===== src/hw/rtl/fppa_pkg.sv =====
// ----------------------------------------------------------------------------
// Partition allocator package
// Operation and register codes, fit mode codes and the structs that travel
// between the controller and the row of partition cells.
// ----------------------------------------------------------------------------
package fppa_pkg;

	// Fixed field widths of the block's ports.
	localparam int OP_W       = 2;
	localparam int LOAD_IDX_W = 4;
	localparam int VAL_W      = 16;
	localparam int OUT_IDX_W  = 4;
	localparam int FRAG_W     = 20;
	localparam int CFG_IDX_W  = 1;
	localparam int CFG_DATA_W = 5;

	// Operation codes of an input transaction.
	localparam logic [OP_W-1:0] OP_LOAD    = 2'd0;
	localparam logic [OP_W-1:0] OP_RESTART = 2'd1;
	localparam logic [OP_W-1:0] OP_ALLOC   = 2'd2;

	// Fit modes. The unused code behaves as first fit.
	localparam logic [1:0] FIT_FIRST = 2'd0;
	localparam logic [1:0] FIT_BEST  = 2'd1;
	localparam logic [1:0] FIT_WORST = 2'd2;

	// Configuration register indexes.
	localparam logic [CFG_IDX_W-1:0] REG_FIT_MODE   = 1'd0;
	localparam logic [CFG_IDX_W-1:0] REG_PART_COUNT = 1'd1;

	// Command broadcast from the controller to every cell.
	typedef struct packed {
		logic       load;
		logic       restart;
		logic       commit;
		logic [1:0] mode;
	} cell_cmd_t;

	// Control part of the search wave handed from cell to cell.
	typedef struct packed {
		logic valid;
		logic found;
	} wave_ctl_t;

endpackage


===== src/hw/rtl/fit_policy_partition_allocator.sv =====
// ----------------------------------------------------------------------------
// Fit policy partition allocator
// Fixed partitions searched by first, best or worst fit through a row of
// partition cells, with running internal and external fragmentation.
// ----------------------------------------------------------------------------
//
//  Channel   Handshake                       Payload
//  -------   -----------------------------   ------------------------------------
//  command   start in, busy out              op, load_index, load_capacity,
//                                            job_size
//  config    cfg_valid in, cfg_ready out     cfg_index, cfg_data
//  result    result_valid out (strobe)       granted, granted_index, leftover,
//                                            internal_frag, external_frag
//
// A load or restart transaction completes at the clock edge that accepts it
// and leaves busy low. An allocate transaction launches a search wave that
// moves one cell per cycle down the row of NUM_PARTS cells and then through
// the finishing stages; busy stays high until the result strobe, and the
// next command can be accepted while the strobe is shown.
// The length of the cell row sets how long the search lasts.
// Reset clears the configuration to first fit with one partition, clears the
// failure flag and idles the controller; the partition tables hold no reset
// value and must be loaded and restarted before use.
// The receiver cannot stall: each result is shown for exactly one cycle.
//
module fit_policy_partition_allocator #(
	parameter int NUM_PARTS = 16,
	parameter int CAP_BITS  = 16
) (
	input  logic                                clk,
	input  logic                                arst_n,
	// Command channel
	input  logic                                start,
	output logic                                busy,
	input  logic [fppa_pkg::OP_W-1:0]           op,
	input  logic [fppa_pkg::LOAD_IDX_W-1:0]     load_index,
	input  logic [fppa_pkg::VAL_W-1:0]          load_capacity,
	input  logic [fppa_pkg::VAL_W-1:0]          job_size,
	// Configuration channel
	input  logic                                cfg_valid,
	output logic                                cfg_ready,
	input  logic [fppa_pkg::CFG_IDX_W-1:0]      cfg_index,
	input  logic [fppa_pkg::CFG_DATA_W-1:0]     cfg_data,
	// Result channel
	output logic                                result_valid,
	output logic                                granted,
	output logic [fppa_pkg::OUT_IDX_W-1:0]      granted_index,
	output logic [fppa_pkg::VAL_W-1:0]          leftover,
	output logic [fppa_pkg::FRAG_W-1:0]         internal_frag,
	output logic [fppa_pkg::FRAG_W-1:0]         external_frag
);
	import fppa_pkg::*;

	localparam int IDX_W = (NUM_PARTS > 1) ? $clog2(NUM_PARTS) : 1;
	localparam int CNT_W = $clog2(NUM_PARTS + 1);
	localparam int SUM_W = CAP_BITS + $clog2(NUM_PARTS + 1);
	localparam int CMP_W = (CAP_BITS > VAL_W) ? CAP_BITS : VAL_W;

	// Controller states: idle, search wave in flight, result being finished.
	typedef enum logic [2:0] {
		ST_IDLE = 3'b001,
		ST_SCAN = 3'b010,
		ST_FIN  = 3'b100
	} state_t;

	state_t                state_q;

	// Configuration registers.
	logic [1:0]            fit_mode_q;
	logic [CFG_DATA_W-1:0] part_count_q;
	logic [CNT_W-1:0]      n_used;

	// Command acceptance and broadcast to the cells.
	logic                  accept;
	logic                  launch_q;
	logic [VAL_W-1:0]      job_q;
	cell_cmd_t             cmd;

	// The search wave; entry 0 is the launch, entry i+1 is the output of
	// cell i, and the last entry is the finished search.
	wave_ctl_t             ctl_w       [NUM_PARTS+1];
	logic [IDX_W-1:0]      pick_w      [NUM_PARTS+1];
	logic [CAP_BITS-1:0]   best_free_w [NUM_PARTS+1];
	logic [CAP_BITS-1:0]   best_cap_w  [NUM_PARTS+1];
	logic [SUM_W-1:0]      int_sum_w   [NUM_PARTS+1];
	logic [SUM_W-1:0]      ext_sum_w   [NUM_PARTS+1];
	logic [NUM_PARTS:0]    wave_valid_vec;

	// Finishing logic.
	logic                  granted_c;
	logic                  old_touched;
	logic [CAP_BITS-1:0]   new_free_c;
	logic [SUM_W-1:0]      int_rm_c;
	logic [SUM_W-1:0]      ext_rm_c;
	logic                  granted_s1;
	logic [IDX_W-1:0]      pick_s1;
	logic [CAP_BITS-1:0]   new_free_s1;
	logic [CAP_BITS-1:0]   cap_s1;
	logic [SUM_W-1:0]      int_s1;
	logic [SUM_W-1:0]      ext_s1;
	logic                  new_touched;
	logic [SUM_W-1:0]      int_fin;
	logic [SUM_W-1:0]      ext_fin;
	logic                  failed_nxt;
	logic                  any_failed_q;

	// Clamp a running sum to the width of the fragmentation outputs.
	function automatic logic [FRAG_W-1:0] sat_frag(input logic [SUM_W-1:0] v);
		logic over;
		over = ((v >> FRAG_W) != '0);
		return over ? '1 : FRAG_W'(v);
	endfunction

	// ------------------------------------------------------------------
	// Configuration port. Writes are taken at any time; the user only
	// writes while the block is idle.
	// ------------------------------------------------------------------
	assign cfg_ready = 1'b1;

	always_ff @(posedge clk or negedge arst_n) begin
		if (!arst_n) begin
			fit_mode_q   <= FIT_FIRST;
			part_count_q <= CFG_DATA_W'(1);
		end else if (cfg_valid && cfg_ready) begin
			unique case (cfg_index)
				REG_FIT_MODE:   fit_mode_q   <= cfg_data[1:0];
				REG_PART_COUNT: part_count_q <= cfg_data;
			endcase
		end
	end

	// A partition count above the number of cells saturates.
	assign n_used = (int'(part_count_q) > NUM_PARTS) ? CNT_W'(NUM_PARTS)
	                                                 : CNT_W'(part_count_q);

	// ------------------------------------------------------------------
	// Command acceptance. Loads and restarts act on the cells at the
	// accepting edge; an allocate launches the search wave.
	// ------------------------------------------------------------------
	assign busy   = (state_q != ST_IDLE);
	assign accept = start && !busy;

	always_comb begin
		cmd.load    = accept && (op == OP_LOAD);
		cmd.restart = accept && (op == OP_RESTART);
		cmd.commit  = (state_q == ST_FIN) && granted_s1;
		cmd.mode    = fit_mode_q;
	end

	always_ff @(posedge clk) begin
		if (accept && (op == OP_ALLOC)) begin
			job_q <= job_size;
		end
	end

	// The wave enters the first cell with nothing found and empty sums.
	always_comb begin
		ctl_w[0].valid = launch_q;
		ctl_w[0].found = 1'b0;
		pick_w[0]      = '0;
		best_free_w[0] = '0;
		best_cap_w[0]  = '0;
		int_sum_w[0]   = '0;
		ext_sum_w[0]   = '0;
	end

	// ------------------------------------------------------------------
	// Row of partition cells. Each cell holds one partition and passes the
	// best candidate so far and both partial sums to its neighbor.
	// ------------------------------------------------------------------
	for (genvar i = 0; i < NUM_PARTS; i++) begin : g_cell
		fppa_cell #(
			.INDEX     (i),
			.NUM_PARTS (NUM_PARTS),
			.CAP_BITS  (CAP_BITS)
		) u_cell (
			.clk           (clk),
			.arst_n        (arst_n),
			.cmd           (cmd),
			.load_index    (load_index),
			.load_cap      (CAP_BITS'(load_capacity)),
			.job           (job_q),
			.n_used        (n_used),
			.commit_pick   (pick_s1),
			.commit_free   (new_free_s1),
			.in_ctl        (ctl_w[i]),
			.in_pick       (pick_w[i]),
			.in_best_free  (best_free_w[i]),
			.in_best_cap   (best_cap_w[i]),
			.in_int_sum    (int_sum_w[i]),
			.in_ext_sum    (ext_sum_w[i]),
			.out_ctl       (ctl_w[i+1]),
			.out_pick      (pick_w[i+1]),
			.out_best_free (best_free_w[i+1]),
			.out_best_cap  (best_cap_w[i+1]),
			.out_int_sum   (int_sum_w[i+1]),
			.out_ext_sum   (ext_sum_w[i+1])
		);
	end

	always_comb begin
		for (int i = 0; i <= NUM_PARTS; i++) begin
			wave_valid_vec[i] = ctl_w[i].valid;
		end
	end

	// ------------------------------------------------------------------
	// First finishing stage. The candidate is granted only if it holds the
	// job; for worst fit the candidate is simply the largest free amount.
	// The sums from the wave describe the table before the grant, so the
	// chosen partition's old share is taken out here and its new share is
	// added in the next stage.
	// ------------------------------------------------------------------
	always_comb begin
		granted_c   = ctl_w[NUM_PARTS].found &&
		              (CMP_W'(best_free_w[NUM_PARTS]) >= CMP_W'(job_q));
		new_free_c  = best_free_w[NUM_PARTS] - CAP_BITS'(job_q);
		old_touched = (best_free_w[NUM_PARTS] < best_cap_w[NUM_PARTS]);
		int_rm_c    = int_sum_w[NUM_PARTS] -
		              ((granted_c && old_touched) ? SUM_W'(best_free_w[NUM_PARTS]) : '0);
		ext_rm_c    = ext_sum_w[NUM_PARTS] -
		              ((granted_c && !old_touched) ? SUM_W'(best_cap_w[NUM_PARTS]) : '0);
	end

	always_ff @(posedge clk) begin
		if (ctl_w[NUM_PARTS].valid) begin
			granted_s1  <= granted_c;
			pick_s1     <= pick_w[NUM_PARTS];
			new_free_s1 <= new_free_c;
			cap_s1      <= best_cap_w[NUM_PARTS];
			int_s1      <= int_rm_c;
			ext_s1      <= ext_rm_c;
		end
	end

	// Second finishing stage: the granted partition's new free amount is
	// written back to its cell while the result registers load.
	always_comb begin
		new_touched = (new_free_s1 < cap_s1);
		int_fin     = int_s1 + ((granted_s1 && new_touched) ? SUM_W'(new_free_s1) : '0);
		ext_fin     = ext_s1 + ((granted_s1 && !new_touched) ? SUM_W'(cap_s1) : '0);
		failed_nxt  = any_failed_q || !granted_s1;
	end

	always_ff @(posedge clk) begin
		if (state_q == ST_FIN) begin
			granted       <= granted_s1;
			granted_index <= granted_s1 ? OUT_IDX_W'(pick_s1) : '0;
			leftover      <= granted_s1 ? VAL_W'(new_free_s1) : '0;
			internal_frag <= sat_frag(int_fin);
			external_frag <= failed_nxt ? sat_frag(ext_fin) : '0;
		end
	end

	// ------------------------------------------------------------------
	// Controller.
	// ------------------------------------------------------------------
	always_ff @(posedge clk or negedge arst_n) begin
		if (!arst_n) begin
			state_q      <= ST_IDLE;
			launch_q     <= 1'b0;
			result_valid <= 1'b0;
			any_failed_q <= 1'b0;
		end else begin
			launch_q     <= accept && (op == OP_ALLOC);
			result_valid <= (state_q == ST_FIN);
			if (cmd.restart) begin
				any_failed_q <= 1'b0;
			end else if (state_q == ST_FIN) begin
				any_failed_q <= failed_nxt;
			end
			unique case (state_q)
				ST_IDLE: begin
					if (accept && (op == OP_ALLOC)) begin
						state_q <= ST_SCAN;
					end
				end
				ST_SCAN: begin
					if (ctl_w[NUM_PARTS].valid) begin
						state_q <= ST_FIN;
					end
				end
				ST_FIN: begin
					state_q <= ST_IDLE;
				end
				default: begin
					state_q <= ST_IDLE;
				end
			endcase
		end
	end

	// ------------------------------------------------------------------
	// Assertions.
	// ------------------------------------------------------------------

	// Only one search wave is ever in the cell row.
	a_single_wave: assert property (@(posedge clk) disable iff (!arst_n)
		$onehot0(wave_valid_vec))
		else $error("more than one search wave in the cell row");

	// No wave is in flight outside the search state.
	a_wave_in_scan: assert property (@(posedge clk) disable iff (!arst_n)
		(state_q != ST_SCAN) |-> (wave_valid_vec == '0))
		else $error("search wave outside the search state");

	// Finishing a search always produces exactly one result strobe.
	a_fin_strobe: assert property (@(posedge clk) disable iff (!arst_n)
		(state_q == ST_FIN) |=> (result_valid && (state_q == ST_IDLE)))
		else $error("finished search gave no result");

	// A failed allocation reports neither a partition nor a leftover.
	a_fail_zero: assert property (@(posedge clk) disable iff (!arst_n)
		(result_valid && !granted) |-> ((granted_index == '0) && (leftover == '0)))
		else $error("failed allocation carries a partition or leftover");

endmodule


===== src/hw/rtl/fppa_cell.sv =====
// ----------------------------------------------------------------------------
// Partition cell
// Holds one partition's capacity and free amount, folds it into the search
// wave that passes through and registers the wave for the next cell.
// ----------------------------------------------------------------------------
module fppa_cell #(
	parameter int INDEX     = 0,
	parameter int NUM_PARTS = 16,
	parameter int CAP_BITS  = 16,
	localparam int IDX_W    = (NUM_PARTS > 1) ? $clog2(NUM_PARTS) : 1,
	localparam int CNT_W    = $clog2(NUM_PARTS + 1),
	localparam int SUM_W    = CAP_BITS + $clog2(NUM_PARTS + 1)
) (
	input  logic                                clk,
	input  logic                                arst_n,
	input  fppa_pkg::cell_cmd_t                 cmd,
	input  logic [fppa_pkg::LOAD_IDX_W-1:0]     load_index,
	input  logic [CAP_BITS-1:0]                 load_cap,
	input  logic [fppa_pkg::VAL_W-1:0]          job,
	input  logic [CNT_W-1:0]                    n_used,
	input  logic [IDX_W-1:0]                    commit_pick,
	input  logic [CAP_BITS-1:0]                 commit_free,
	input  fppa_pkg::wave_ctl_t                 in_ctl,
	input  logic [IDX_W-1:0]                    in_pick,
	input  logic [CAP_BITS-1:0]                 in_best_free,
	input  logic [CAP_BITS-1:0]                 in_best_cap,
	input  logic [SUM_W-1:0]                    in_int_sum,
	input  logic [SUM_W-1:0]                    in_ext_sum,
	output fppa_pkg::wave_ctl_t                 out_ctl,
	output logic [IDX_W-1:0]                    out_pick,
	output logic [CAP_BITS-1:0]                 out_best_free,
	output logic [CAP_BITS-1:0]                 out_best_cap,
	output logic [SUM_W-1:0]                    out_int_sum,
	output logic [SUM_W-1:0]                    out_ext_sum
);
	import fppa_pkg::*;

	localparam int CMP_W = (CAP_BITS > VAL_W) ? CAP_BITS : VAL_W;

	logic [CAP_BITS-1:0] cap_q;
	logic [CAP_BITS-1:0] free_q;
	logic                in_use;
	logic                touched;
	logic                fits;
	logic                take;
	logic                active;
	logic                load_hit;
	logic                commit_hit;

	always_comb begin
		in_use     = (INDEX < int'(n_used));
		active     = in_ctl.valid && in_use;
		touched    = (free_q < cap_q);
		fits       = (CMP_W'(free_q) >= CMP_W'(job));
		load_hit   = (INDEX < (2 ** LOAD_IDX_W)) && (load_index == LOAD_IDX_W'(INDEX));
		commit_hit = (commit_pick == IDX_W'(INDEX));
		take       = 1'b0;
		if (active) begin
			unique case (cmd.mode)
				FIT_WORST: take = !in_ctl.found || (free_q > in_best_free);
				FIT_BEST:  take = fits && (!in_ctl.found || (free_q < in_best_free));
				default:   take = fits && !in_ctl.found;
			endcase
		end
	end

	// Partition storage; the free amount is reloaded on restart and
	// replaced by the controller when this partition is granted.
	always_ff @(posedge clk) begin
		if (cmd.load && load_hit) begin
			cap_q <= load_cap;
		end
		if (cmd.restart) begin
			free_q <= cap_q;
		end else if (cmd.commit && commit_hit) begin
			free_q <= commit_free;
		end
	end

	always_ff @(posedge clk or negedge arst_n) begin
		if (!arst_n) begin
			out_ctl <= '0;
		end else begin
			out_ctl.valid <= in_ctl.valid;
			out_ctl.found <= in_ctl.found || take;
		end
	end

	always_ff @(posedge clk) begin
		out_pick      <= take ? IDX_W'(INDEX) : in_pick;
		out_best_free <= take ? free_q : in_best_free;
		out_best_cap  <= take ? cap_q : in_best_cap;
		out_int_sum   <= in_int_sum + ((active && touched) ? SUM_W'(free_q) : '0);
		out_ext_sum   <= in_ext_sum + ((active && !touched) ? SUM_W'(cap_q) : '0);
	end

endmodule

===== config.mk =====
export PLATFORM = sky130hd
export DESIGN_NAME = fit_policy_partition_allocator
export DESIGN_NICKNAME = d
export VERILOG_FILES = /design/src/hw/rtl/fppa_pkg.sv /design/src/hw/rtl/fit_policy_partition_allocator.sv /design/src/hw/rtl/fppa_cell.sv
export SDC_FILE = /design/constraint.sdc
export NUM_CORES = 2
export LEC_CHECK = 0
export CORE_MARGIN = 5
export CORE_UTILIZATION = 55
export CTS_CLUSTER_DIAMETER = 150
export DETAILED_ROUTE_END_ITERATION = 10
export DONT_BUFFER_PORTS = 1
export GPL_TIMING_DRIVEN = 0
export MAX_ROUTING_LAYER = met4
export PLACE_DENSITY = 0.7
export REMOVE_ABC_BUFFERS = 1
export SLEW_MARGIN = 20
export SYNTH_ARGS = -nofsm -noshare
export SYNTH_HDL_FRONTEND = slang
export SYNTH_SLANG_ARGS = --single-unit

===== constraint.sdc =====
create_clock -name clk -period 8.2 [get_ports clk]
set_input_delay 0.41 -clock clk [delete_from_list [all_inputs] [get_ports clk]]
set_output_delay 0.41 -clock clk [all_outputs]
set_load 0.01 [all_outputs]

### Word-level counts from Yosys, hierarchy flattened

Cells that the tools add are included.

* $add $sub $neg: 35
* order comparisons: 82
* equality and inequality tests: 40
* mux-type cells: 135
* bitwise gates (word level): 1
* reductions and logical operators: 224

Operators with widths (number)
* $mux W16: 96
* $add A21 B21 Y21: 30
* $lt A16 B16 Y1: 33
* $ge A16 B16 Y1: 17
* $gt A16 B16 Y1: 15
* $logic_and A1 B1 Y1: 120
* $eq A4 B4 Y1 const B: 16
* $logic_or A1 B1 Y1: 46
* $add A21 B16 Y21: 2
* $sub A21 B16 Y21: 2
* $lt A4 B5 Y1 const A: 8
* $logic_not A1 Y1: 35
* $reduce_bool A2 Y1: 17
* $eq A4 B3 Y1 const B: 8
* $pmux W1 S2: 15
* $lt A3 B5 Y1 const A: 4
* $mux W20: 1
* $mux W1: 19
* $eq A4 B2 Y1 const B: 4
* $sub A16 B16 Y16: 1
* $lt A1 B5 Y1 const A: 2
* $lt A2 B5 Y1 const A: 2
* $eq A4 B1 Y1 const B: 2
* $logic_not A4 Y1: 2
* other kinds (15): 20

* register bits after elaboration: 1946
* input bits: 48
* output and inout bits: 64
* logic and storage cells: 680

### Longest topological paths before layout

* depth after elaboration: 7
* gate-level depth with buffers: 22
* gate-level depth less buffers: 21

### By module

Synthesis repeated with hierarchy kept, for this count alone.

* cell total of the unflattened synthesis: 10920
* area total of the unflattened synthesis: 114284.6 um^2

By module, submodules not included
* fit_policy_partition_allocator: times used 1, cells each 1029, area an instance 10981.8 um^2, sequential area each 5012.3 um^2
* fppa_cell (g_cell[9].u_cell): times used 1, cells each 765, area an instance 7200.7 um^2, sequential area each 2572.5 um^2
* fppa_cell (g_cell[15].u_cell): times used 1, cells each 627, area an instance 6615.1 um^2, sequential area each 2572.5 um^2
* fppa_cell (g_cell[8].u_cell): times used 1, cells each 634, area an instance 6553.8 um^2, sequential area each 2572.5 um^2
* fppa_cell (g_cell[6].u_cell): times used 1, cells each 635, area an instance 6533.8 um^2, sequential area each 2572.5 um^2
* fppa_cell (g_cell[5].u_cell): times used 1, cells each 602, area an instance 6442.4 um^2, sequential area each 2572.5 um^2
* fppa_cell (g_cell[7].u_cell): times used 1, cells each 610, area an instance 6434.9 um^2, sequential area each 2572.5 um^2
* fppa_cell (g_cell[10].u_cell): times used 1, cells each 604, area an instance 6422.4 um^2, sequential area each 2572.5 um^2
* fppa_cell (g_cell[12].u_cell): times used 1, cells each 598, area an instance 6409.9 um^2, sequential area each 2572.5 um^2
* fppa_cell (g_cell[1].u_cell): times used 1, cells each 601, area an instance 6409.9 um^2, sequential area each 2572.5 um^2
* fppa_cell (g_cell[0].u_cell): times used 1, cells each 603, area an instance 6398.6 um^2, sequential area each 2572.5 um^2
* fppa_cell (g_cell[3].u_cell): times used 1, cells each 602, area an instance 6388.6 um^2, sequential area each 2572.5 um^2
* fppa_cell (g_cell[11].u_cell): times used 1, cells each 601, area an instance 6322.3 um^2, sequential area each 2572.5 um^2
* fppa_cell (g_cell[13].u_cell): times used 1, cells each 602, area an instance 6309.8 um^2, sequential area each 2572.5 um^2
* +3 rows

### Worst setup path before layout

No wires, ideal clock.

* path kind: register to register
* start: register state_q[1]
* end: register g_cell[1].u_cell.free_q[0], enable pin
* library setup time: 0.414 ns
* arrival time: 7.097 ns
* required time: 7.786 ns
* slack: 0.689 ns
* stages on the path, launching flop included: 4
* buffers on the path: 0
* period minus slack after synthesis: 7.511 ns
* cell sequence: dfrtp_1 nor3b_1 nand3b_1 o31ai_1

* longest elaborated chain between the ends: 5
* elaborated cells on any way between the ends: 8
* those cells by class: eq/ne (2); reduce/logical (6)

Ends and longest elaborated chain
* start, declared: RTL line fit_policy_partition_allocator.sv:66 `state_t state_q;`
* start signal, assigned: RTL line fit_policy_partition_allocator.sv:260 `state_q <= ST_IDLE;`
* start signal, assigned: RTL line fit_policy_partition_allocator.sv:275 `state_q <= ST_SCAN;`
* start signal, assigned: RTL line fit_policy_partition_allocator.sv:280 `state_q <= ST_FIN;`
* $ne A3 B1 Y1: RTL line fit_policy_partition_allocator.sv:140 `assign busy = (state_q != ST_IDLE);`
* $logic_not A1 Y1: RTL line fit_policy_partition_allocator.sv:141 `assign accept = start && !busy;`
* $logic_and A1 B1 Y1: RTL line fit_policy_partition_allocator.sv:141
* $logic_and A1 B1 Y1: RTL line fit_policy_partition_allocator.sv:145 `cmd.restart = accept && (op == OP_RESTART);`
* $reduce_bool A2 Y1 (no source line) (*)
* end signal, assigned: RTL line fppa_cell.sv:74 `free_q <= cap_q;`
* end signal, assigned: RTL line fppa_cell.sv:76 `free_q <= commit_free;`
* end, declared: RTL line fppa_cell.sv:41 `logic [CAP_BITS-1:0] free_q;`

Every way passes the cells marked *; elsewhere a longest branch is shown, timed or not.
A chain may end at the register's enable or synchronous reset.

### Worst setup path in the final report

* start: register new_free_s1[9]
* end: register internal_frag[11] (netlist name) (data pin)

* longest elaborated chain between the ends: 4

Ends and longest elaborated chain
* start, declared: RTL line fit_policy_partition_allocator.sv:97 `logic [CAP_BITS-1:0] new_free_s1;`
* start signal, assigned: RTL line fit_policy_partition_allocator.sv:229 `new_free_s1 <= new_free_c;`
* $lt A16 B16 Y1: RTL line fit_policy_partition_allocator.sv:239 `new_touched = (new_free_s1 < cap_s1);`
* $logic_and A1 B1 Y1: RTL line fit_policy_partition_allocator.sv:240 `int_fin = int_s1 + ((granted_s1 && new_touched) ? SUM_W'(new_free_s1) : '0);`
* $mux W16 (*): RTL line fit_policy_partition_allocator.sv:240
* $add A21 B16 Y21 (*): RTL line fit_policy_partition_allocator.sv:240
* end signal, assigned: RTL line fit_policy_partition_allocator.sv:250 `internal_frag <= sat_frag(int_fin);`
* end, declared: RTL line fit_policy_partition_allocator.sv:49 `output logic [fppa_pkg::FRAG_W-1:0] internal_frag,`

Marks and branches as above.

==> results.py <==
metrics = {
    "pwr": {
        "switching_share_pct": 27.2,
        "leakage_nw": 55.2,
        "p_switching_mw": 6.80,
        "p_seq_share_pct": 46.1,
        "comb_power_share_pct": 16.3,
        "ir_drop_v": 0.000179,
        "clkPwrFrac_pct": 37.6,
        "power.total_mw": 25.0,
        "powerDensity_nw_per_um2": 216,
        "internal_power_mw": 18.2,
    },
    "cells_and_area": {
        "final_cells": 12600,
        "areaGrowthSynthToFinish_pct": 10.8,
        "multi_input_area_um2": 56000,
        "final-seq-area_um2": 45300,
        "final_layout_size_suffix_gt1_share_pct": 10.6,
        "nets": 11300,
        "n_fill_cell": 15600,
    },
    "worst_hold_path": {
        "hold_class": "in2reg",
    },
    "drt": {
        "drt_first_pass_iters": 5,
        "postRouteAntennaNets": 0,
        "drc": 0,
        "drtIter0Drc": 3794,
        "vias_per_cell": 5.72,
        "via_count": 72100,
        "wire_per_inst_um": 24.3,
        "finalWirelength_um": 306000,
    },
    "die": {
        "rows": 160,
        "core_area_um2": 190000,
        "die_area_um2": 199000,
        "die_h_um": 446,
        "die_w_um": 446,
        "io_pins": 112,
        "initial_core_util_pct": 55.1,
    },
    "logic_synthesis": {
        "ys_warn_count": 0,
        "syn_area_per_cell_um2": 10.7,
        "netlist_area_um2": 105000,
        "synth-seq-area-share_pct": 43.3,
        "yosysTopAreaCellShare_pct": 23.0,
        "async_flop_share_pct": 2.35,
        "synth.distinct_cells": 86,
        "synth_ff_type": "dfxtp_1",
        "yosys-top-cells-count": "ha_1 (1326), dfxtp_1 (1203), a21o_1 (840), inv_1 (758), edfxtp_1 (668)",
        "yosys_register_bits": 1916,
        "ys_top_cells_by_area": "dfxtp_1 (23%), edfxtp_1 (19%), ha_1 (16%)",
        "syn_inst": 9784,
        "synth-edff-count": 668,
        "yosysTopAreaCell": "dfxtp_1",
        "yosysMostFrequentCell": "ha_1",
    },
    "timing": {
        "period_minus_slack_ns": 6.35,
        "fin_crit_sh_pct": 77.4,
        "tightestPinTransition_ns": 1.23,
        "setup_viol": 0,
        "hold_viol": 0,
        "final_max_slew_viol_count": 0,
        "clock_skew_ns": 0.0615,
        "setup_ws_ns": 1.85,
        "fmax_mhz": 158,
        "rsz0062_at_grt": "no",
        "maxSlewHeadroom_pct": 18.0,
    },
    "clocking": {
        "cts_resized": 0,
        "cts_sinks": 1916,
        "clk_latency_ns": 0.90,
        "cts-buffers-inserted": 206,
        "cts_tree": "done",
        "clockBufferDepth": 3,
        "cts-root-buf": "clkbuf_16",
        "cts.reportedPaths.clkPinSlew_ns": 0.06,
        "h-tree-depth": 4,
    },
    "setup_path": {
        "critPathCaptureType": "register",
        "crit_path_frequent_cell": "a21o_1",
        "worstPathArrival_ns": 6.88,
        "cp_top_family": "compound AO/OA/AOI/OAI gates",
        "path_max_fanout": 19,
        "required_ns": 8.73,
        "start_kind": "register",
        "max_stage_delay_ns": 0.81,
        "cp_slowest_cell": "a2111oi_0",
        "crit_chain": "ha_1 -> a21o_1 -> a21o_1 -> a21o_1 -> a21oi_1 -> nor2b_1 -> a2111oi_0 -> or2_2 -> and3b_1 -> ha_1 -> fa_1 -> a21o_1 -> a21boi_1 -> o21ai_1 -> nand4_1 -> a31oi_1 -> o211ai_1 -> xor2_2 -> o21ai_0",
        "crit_type": "reg2reg",
        "worst-r2r-setup-slack_ns": 1.85,
        "path_buf_inv": 0,
    },
    "place": {
        "port_buffers": 0,
        "place_hpwl_um": 247000,
        "place_ws_ns": 1.86,
        "place_congestion": 0.909,
        "dp_cells": 12200,
    },
    "status": {
        "status": "finished, final reports clean",
    },
    "grt": {
        "antenna_found_initial": 4,
        "grt_pass1_wl_um": 451000,
        "globalRoute.totalOverflow": 0,
        "grt_usage_pct": 31.2,
        "grt_max_degree": 60,
        "grt_pass1_vias": 74100,
    },
    "flow_run": {
        "maxCapViolCount": 0,
    },
}
power groups by stage:
stage / Combinational, mW / Clock, mW / Sequential, mW
floorplan: 3.03 / 0 / 11.4
global placement: 3.80 / 0 / 11.7
detailed placement: 3.94 / 0 / 11.7
CTS: 4.06 / 9.56 / 11.5
global route: 4.54 / 9.97 / 11.6
finish: 4.07 / 9.40 / 11.5
cells by family (layout without fill, tap and decap cells):
kind of cell	count (synthesis)	in the layout	share of synthesized area, %
XOR/XNOR	564	564	4.75
AO/OA/AOI/OAI	2338	2338	15.2
flip-flops	1916	1916	43.3
multiplexers	509	509	5.65
buffers and inverters	963	1271	3.63
other	1	5	0.00358
AND/OR/NAND/NOR	2132	2132	11.0
adder cells (fa/ha/maj)	1361	1361	16.5
through the flow:
step | area [um^2] | TNS (ns) | hold slack (ns) | utilization (%)
after floorplan | 104000 | 0 | 0.114 | -
after global placement | 107000 | -1108.64 | 0.124 | 56.3
after detailed placement | 108000 | 0 | 0.124 | 57.1
after CTS | 116000 | 0 | 0.00447 | 61.1
after global routing | 116000 | 0 | 0.0377 | 61.1
final | 116000 | 0 | 0.0731 | 61.1
sequential cells by signal, indices dropped and copies added, names as in the netlist, 2 cells and up:
register / cells
g_cell.u_cell.out_ext_sum: 321
g_cell.u_cell.out_int_sum: 321
g_cell.u_cell.cap_q: 256
g_cell.u_cell.free_q: 256
g_cell.u_cell.out_best_cap: 256
g_cell.u_cell.out_best_free: 256
g_cell.u_cell.out_pick: 49
g_cell.u_cell.out_ctl: 32
ext_s1: 21
int_s1: 21
external_frag: 20
internal_frag: 20
cap_s1: 16
job_q: 16
leftover: 16
new_free_s1: 16
part_count_q: 5
granted_index: 4
pick_s1: 4
state_q: 3
fit_mode_q: 2
metal layers:
metal  part of all wire (%)  vias up  track usage, %  wire, um
met5                      0        -               -         0
met1                     35    34100            29.8    108000
met2                     53     1624            58.4    163000
li1                       -    35500               -         -
met3                    2.9      843            3.35      8870
met4                    8.9        0            22.2     27200
area by class of cell:
type	instances	share of cell area [%]
Inverter	758	2.45
Sequential cell	1916	39.1
Clock inverter	87	0.752
Timing Repair Buffer	122	1.43
Multi-Input combinational cell	6905	48.3
Clock buffer	304	5.29
Tap cell	2511	2.71
Antenna cell	4	0.00864
final timing paths:
path	end	depth (start not counted)	from
max	internal_frag[11]	19	new_free_s1[9]
min	job_q[1]	2	op[1]
max reg2reg	internal_frag[11]	19	new_free_s1[9]
min reg2reg	g_cell[13].u_cell.out_ctl[1]	0	g_cell[12].u_cell.out_ctl[1]
max in group asynchronous	g_cell[6].u_cell.out_ctl[0]	2	arst_n
min in group asynchronous	any_failed_q	2	arst_n
cells in the final DEF (no fill, tap or decap), types with 35 or more instances in the layout:
cell type,instances
o211ai_1,51
a211oi_1,75
inv_1,744
xor2_1,182
dfxtp_1,1203
a21o_1,826
nand2b_1,123
and3_1,175
o21bai_1,118
clkbuf_16,216
xnor2_1,380
mux2_2,432
a21oi_1,614
mux2_4,55
nor2_1,324
fa_1,35
nand3_1,150
o21ai_0,202
clkinv_2,37
nand4_1,128
and2_1,502
nor2b_1,110
clkbuf_8,40
nand2_1,332
dlygate4sd3_1,45
o21a_1,90
edfxtp_1,668
dfrtp_1,42
clkbuf_1,48
ha_1,1326
nor3_1,96
timing repair:
| item | in CTS | in global routing |
|---|---|---|
| setup buffers | 0 | 0 |
| hold buffers | 46 | 0 |
| endpoints found under the hold margin | 372 | 0 |
| endpoints found under the setup margin | 0 | 0 |
(Power assumes the default switching activity.)
